File: config.mk
export PLATFORM = sky130hd
export DESIGN_NAME = bdm_kernel
export DESIGN_NICKNAME = d
export VERILOG_FILES = /design/src/bdm_pkg.sv /design/src/bdm_kernel.sv
export SDC_FILE = /design/constraint.sdc
export NUM_CORES = 1
export LEC_CHECK = 0
export BUFFER_PORTS_ARGS = -buffer_cell sky130_fd_sc_hd__buf_2
export CAP_MARGIN = 20
export CORE_ASPECT_RATIO = 0.75
export CORE_MARGIN = 1
export CORE_UTILIZATION = 30
export DETAILED_ROUTE_END_ITERATION = 7
export GPL_ROUTABILITY_DRIVEN = 0
export PLACE_DENSITY = 0.59
export SLEW_MARGIN = 20
export SYNTH_ARGS = -nofsm -noshare
export SYNTH_HDL_FRONTEND = slang
export SYNTH_SLANG_ARGS = --single-unit
File: constraint.sdc
create_clock -name vclk -period 19.25
set_clock_uncertainty 0.15 [all_clocks]
set_input_delay 0.9625 -clock vclk [all_inputs]
set_output_delay 0.9625 -clock vclk [all_outputs]
set_load 0.05 [all_outputs]
File: src/bdm_pkg.sv
// Shared types and constants for the Bayer demosaic block.
// No dependencies; imported by bdm_kernel and bayer_demosaic_mhc.
`timescale 1ns / 1ps

package bdm_pkg;

  // Configuration register indexes
  localparam int unsigned CFG_IDX_W   = 2;
  localparam logic [CFG_IDX_W-1:0] CFG_IMAGE_WIDTH  = 2'd0;
  localparam logic [CFG_IDX_W-1:0] CFG_IMAGE_HEIGHT = 2'd1;
  localparam int unsigned CFG_DATA_W  = 13;

  // Frame geometry limits and reset values
  localparam int unsigned WIDTH_W      = 12;
  localparam int unsigned HEIGHT_W     = 13;
  localparam int unsigned MIN_DIM      = 4;
  localparam int unsigned MAX_HEIGHT   = 4096;
  localparam int unsigned RESET_WIDTH  = 256;
  localparam int unsigned RESET_HEIGHT = 256;

  // Line store rows (5x5 window needs four stored rows plus the live one)
  localparam int unsigned LINE_BUFFERS = 4;
  localparam int unsigned LB_SEL_W     = 2;

  // Input command codes
  localparam logic CMD_PIXEL = 1'b0;
  localparam logic CMD_DRAIN = 1'b1;

  typedef struct packed {
    logic       cmd;
    logic [7:0] raw_pixel;
  } in_beat_t;

  typedef struct packed {
    logic [7:0] red;
    logic [7:0] green;
    logic [7:0] blue;
    logic       frame_end;
  } out_beat_t;

  // Position of the output pixel, reduced to what the kernels need
  typedef struct packed {
    logic r_first;      // row 0
    logic r_second;     // row 1
    logic r_last;       // row H-1
    logic r_next_last;  // row H-2
    logic c_first;
    logic c_second;
    logic c_last;
    logic c_next_last;
    logic r_odd;
    logic c_odd;
    logic frame_end;
  } pos_flags_t;

  typedef logic [4:0][4:0][7:0] window_t;  // [column][row]

endpackage

File: src/bdm_kernel.sv
// Border mirroring and Malvar-He-Cutler 5x5 kernels for one output pixel.
// Depends on bdm_pkg (window_t, pos_flags_t, out_beat_t).
`timescale 1ns / 1ps

module bdm_kernel import bdm_pkg::*; (
  input  window_t    win,
  input  pos_flags_t flags,
  output out_beat_t  pix
);

  window_t  mw;
  logic [2:0] rsel [5];
  logic [2:0] csel [5];
  logic signed [15:0] p, l, r, u, d, ll, rr, uu, dd, diag;
  logic signed [15:0] s_grb, s_h, s_v, s_opp;
  logic [7:0] g_rb, c_h, c_v, c_opp;

  function automatic logic signed [15:0] ext(input logic [7:0] v);
    return signed'({8'd0, v});
  endfunction

  // Negative gives zero, else floor by 2^sh and saturate
  function automatic logic [7:0] finish(input logic signed [15:0] s, input logic sh4);
    logic signed [15:0] t;
    t = sh4 ? (s >>> 4) : (s >>> 3);
    if (s < 0) return 8'd0;
    if (t > 16'sd255) return 8'd255;
    return t[7:0];
  endfunction

  // Mirror selects: edge sample is not repeated
  always_comb begin
    rsel[0] = flags.r_first ? 3'd4 : (flags.r_second ? 3'd2 : 3'd0);
    rsel[1] = flags.r_first ? 3'd3 : 3'd1;
    rsel[2] = 3'd2;
    rsel[3] = flags.r_last ? 3'd1 : 3'd3;
    rsel[4] = flags.r_last ? 3'd0 : (flags.r_next_last ? 3'd2 : 3'd4);
    csel[0] = flags.c_first ? 3'd4 : (flags.c_second ? 3'd2 : 3'd0);
    csel[1] = flags.c_first ? 3'd3 : 3'd1;
    csel[2] = 3'd2;
    csel[3] = flags.c_last ? 3'd1 : 3'd3;
    csel[4] = flags.c_last ? 3'd0 : (flags.c_next_last ? 3'd2 : 3'd4);
    for (int k = 0; k < 5; k++) begin
      for (int j = 0; j < 5; j++) begin
        mw[k][j] = win[csel[k]][rsel[j]];
      end
    end
  end

  // Taps around the center, mw[column][row]
  always_comb begin
    p    = ext(mw[2][2]);
    l    = ext(mw[1][2]);
    r    = ext(mw[3][2]);
    u    = ext(mw[2][1]);
    d    = ext(mw[2][3]);
    ll   = ext(mw[0][2]);
    rr   = ext(mw[4][2]);
    uu   = ext(mw[2][0]);
    dd   = ext(mw[2][4]);
    diag = ext(mw[1][1]) + ext(mw[3][1]) + ext(mw[1][3]) + ext(mw[3][3]);
  end

  // Kernel sums
  always_comb begin
    s_grb = 16'sd4 * p + 16'sd2 * (l + r + u + d) - (ll + rr + uu + dd);
    s_h   = 16'sd10 * p + 16'sd8 * (l + r) - 16'sd2 * (ll + rr + diag) + (uu + dd);
    s_v   = 16'sd10 * p + 16'sd8 * (u + d) - 16'sd2 * (uu + dd + diag) + (ll + rr);
    s_opp = 16'sd12 * p + 16'sd4 * diag - 16'sd3 * (ll + rr + uu + dd);
    g_rb  = finish(s_grb, 1'b0);
    c_h   = finish(s_h, 1'b1);
    c_v   = finish(s_v, 1'b1);
    c_opp = finish(s_opp, 1'b1);
  end

  // Pick by Bayer site
  always_comb begin
    pix.frame_end = flags.frame_end;
    if (flags.r_odd == flags.c_odd) begin
      pix.green = mw[2][2];
      pix.red   = flags.r_odd ? c_v : c_h;
      pix.blue  = flags.r_odd ? c_h : c_v;
    end else if (!flags.r_odd) begin
      pix.red   = mw[2][2];
      pix.green = g_rb;
      pix.blue  = c_opp;
    end else begin
      pix.blue  = mw[2][2];
      pix.green = g_rb;
      pix.red   = c_opp;
    end
  end

endmodule

Word level (Yosys, flattened, before mapping)
Cells that the tools add are included.

word-level totals
  bits in registers = 0
  output and inout bits = 25

cells by class
  add/sub/neg operators = 23
  $mul = 3
  magnitude comparators = 16
  equality and inequality tests = 1
  mux-type cells = 68

operator list
  operator               number
  $bmux W40 S3           4
  $mux W8                26
  $bmux W8 S3            8
  $mux W24               4
  $mux W40               2
  $add A8 B8 Y9          5
  $lt A16 B1 Y1 const B  2
  $add A9 B8 Y10         3
  $lt A15 B1 Y1 const B  2
  $add A10 B8 Y11        2
  $gt A11 B9 Y1 const B  2
  $mux W3                6
  $add A11 B16 Y16       1
  $add A16 B10 Y16       1
  $add A16 B13 Y16       1
  $lt A2 B4 Y1 const B   4
  $lt A3 B4 Y1 const B   4
  $sub A16 B12 Y16       1
  $sub A16 B16 Y16       1
  $add A14 B10 Y15       1
  $add A15 B12 Y15       1
  $add A15 B9 Y15        1
  $sub A14 B13 Y15       1
  $add A12 B13 Y14       1
  other kinds (11)       27

Logic depth before layout (Yosys ltp)
  word-level depth = 18
  mapped depth = 34

Worst setup path before layout
OpenSTA, ideal clock, no wires.

  path kind = input to output
  start point = input flags[10] (netlist name)
  end point = output pix[23] (netlist name)
  arrival time = 8.970 ns
  path slack = 9.168 ns
  stages = 28
  buffers on the path = 2
  path through = clkbuf_1 -> buf_1 -> mux4_2 -> fa_1 -> fa_1 -> ha_1 -> fa_1 -> xor2_1 -> ha_1 -> o21ai_1 -> o21bai_1 -> a21o_4 -> maj3_2 -> maj3_2 -> xor2_1 -> xnor2_1 -> fa_1 -> fa_1 -> inv_1 -> ha_1 -> o21a_1 -> o21ai_0 -> nand2b_1 -> a31oi_1 -> mux2_2 -> o31ai_1 -> nand3_1 -> a32oi_1

RTL lines
  item         RTL line         text
  from (decl)  bdm_kernel.sv:7  input pos_flags_t flags,
  to (decl)    bdm_kernel.sv:8  output out_beat_t pix

==> results_dict.tcl <==
set metrics [dict create \
    hold_class "in -> out" \
    crit_family "adder cells" \
    fp.coreArea_um2 33900 \
    syn_inst 1292 \
    setup_tns_ps 0 \
    grt_pass1_wl_um 48600 \
    drive_above_1_share 0.150 \
    vias_per_cell 5.09 \
    final_max_slew_viol_count 0 \
    areaGrowthSynthToFinish_pct 10.8 \
    io_buffer_count 138 \
    fmax_mhz 91.3 \
    worstPathRequired_ps 18140 \
    antenna_cells 0 \
    holdWs_ps 1780 \
    synth_area_um2 10500 \
    stdcell_count 1848 \
    synth_nets 1765 \
    ys.warnings.count 0 \
    start_kind "input pin" \
    ios 236 \
    grt_max_degree 41 \
    wl_per_cell_um 16.5 \
    grt_antenna_before_repair 1 \
    drt-pass1-iter-count 5 \
    drc 0 \
    crit_buf_inv 5 \
    min_to "pix[0]" \
    final_cell_mix "268 x inv_1, 173 x ha_1, 138 x buf_2" \
    finalSetupViolations 0 \
    max-slew-margin-rel 0.328 \
    nFillCells 3560 \
    rows 58 \
    die_area_um2 35600 \
    endpoint_kind "output pin" \
    nets 1873 \
    crit_type "in -> out" \
    ys_types 70 \
    dp_cells 1848 \
    antenna_left 0 \
    tightestPinTransition_ps 1010 \
    die_h_um 164 \
    grt_usage 0.172 \
    grt_overflow 0 \
    seq_area_frac_synth 0 \
    cts_hold_buf 0 \
    cts_resized 0 \
    status "finished, final reports clean" \
    seq_cells 0 \
    cts_post_setup_buffers_inserted 0 \
    max-cap-violations 0 \
    crit_cells 30 \
    vias 9403 \
    cp_common_cell "fa_1" \
    avgSynthCellArea_um2 8.09 \
    dp_hpwl_um 26600 \
    regArea_um2 0 \
    n_clock_buffer 0 \
    min_period_over_period 0.569 \
    slowest_stage "buf_2" \
    finalHoldViolations 0 \
    arrival_ps 9850 \
    holdPathStages 0 \
    initial_core_util 0.308 \
    period_minus_slack_ps 10960 \
    final_core_util 0.342 \
    rsz0062_at_grt "false" \
    die_w_um 218 \
    final_common_cell "inv_1" \
    grt_pass1_vias 9373 \
    finalWirelength_um 30500 \
    path_max_fanout 40 \
    hold_start "flags[0]" \
    drtIter0Drc 555 \
    max_stage_delay_ps 740 \
]
## cell families (layout without fill, tap and decap cells)
kind of cell,count (synthesis),after routing,share of synthesized area
simple gates,209,209,0.0955
mux,98,98,0.134
buf+inv,304,410,0.110
xor+xnor,93,93,0.0803
fa+ha+maj,265,265,0.381
compound gates,323,323,0.200
## per-layer routing
| metal | GRT usage | wire length (µm) | vias to the layer above |
|---|---|---|---|
| li1 | - | - | 4637 |
| met1 | 0.263 | 16000 | 4485 |
| met2 | 0.273 | 12700 | 257 |
| met3 | 0.00801 | 1450 | 22 |
| met4 | 0.0179 | 350 | 2 |
| met5 | 0 | 10 | - |
## worst max-delay path by stage
stage / from / to / slack (ps)
finish: flags[6] / pix[2] / 8290
global route: flags[6] / pix[3] / 7820
CTS: flags[10] / pix[4] / 8270
detailed placement: flags[10] / pix[4] / 8310
global placement: flags[10] / pix[5] / 8440
floorplan: flags[10] / pix[23] / 9170
## through the flow
step | instance area [µm²] | worst slack [ps]
after floorplan | 10500 | 9170
after global placement | 11600 | 8440
after detailed placement | 11600 | 8310
after CTS | 11600 | 8270
after global routing | 11600 | 7820
final | 11600 | 8290
## cell usage after synthesis, drive strengths merged (19+ instances only)
cell type	n	area, µm²
a21o	31	240
a21oi	81	413
a22oi	19	143
clkbuf	25	93.8
fa	89	1780
ha	173	2160
inv	270	1010
mux2i	48	480
mux4	32	721
nand2	64	240
nor2	59	221
o21ai	83	415
o21bai	28	210
xnor2	68	596
xor2	24	218
## area by class of cell
type	instances	area (µm²)	share of cell area
well taps	450	563	0.0486
multi-input cells	988	9310	0.803
repair buffers	139	698	0.0603
inverters	271	1020	0.0878
Power is left out: the tool's default activity adds up to more than one toggle a clock period on the data nets, which glitch-free logic cannot reach.
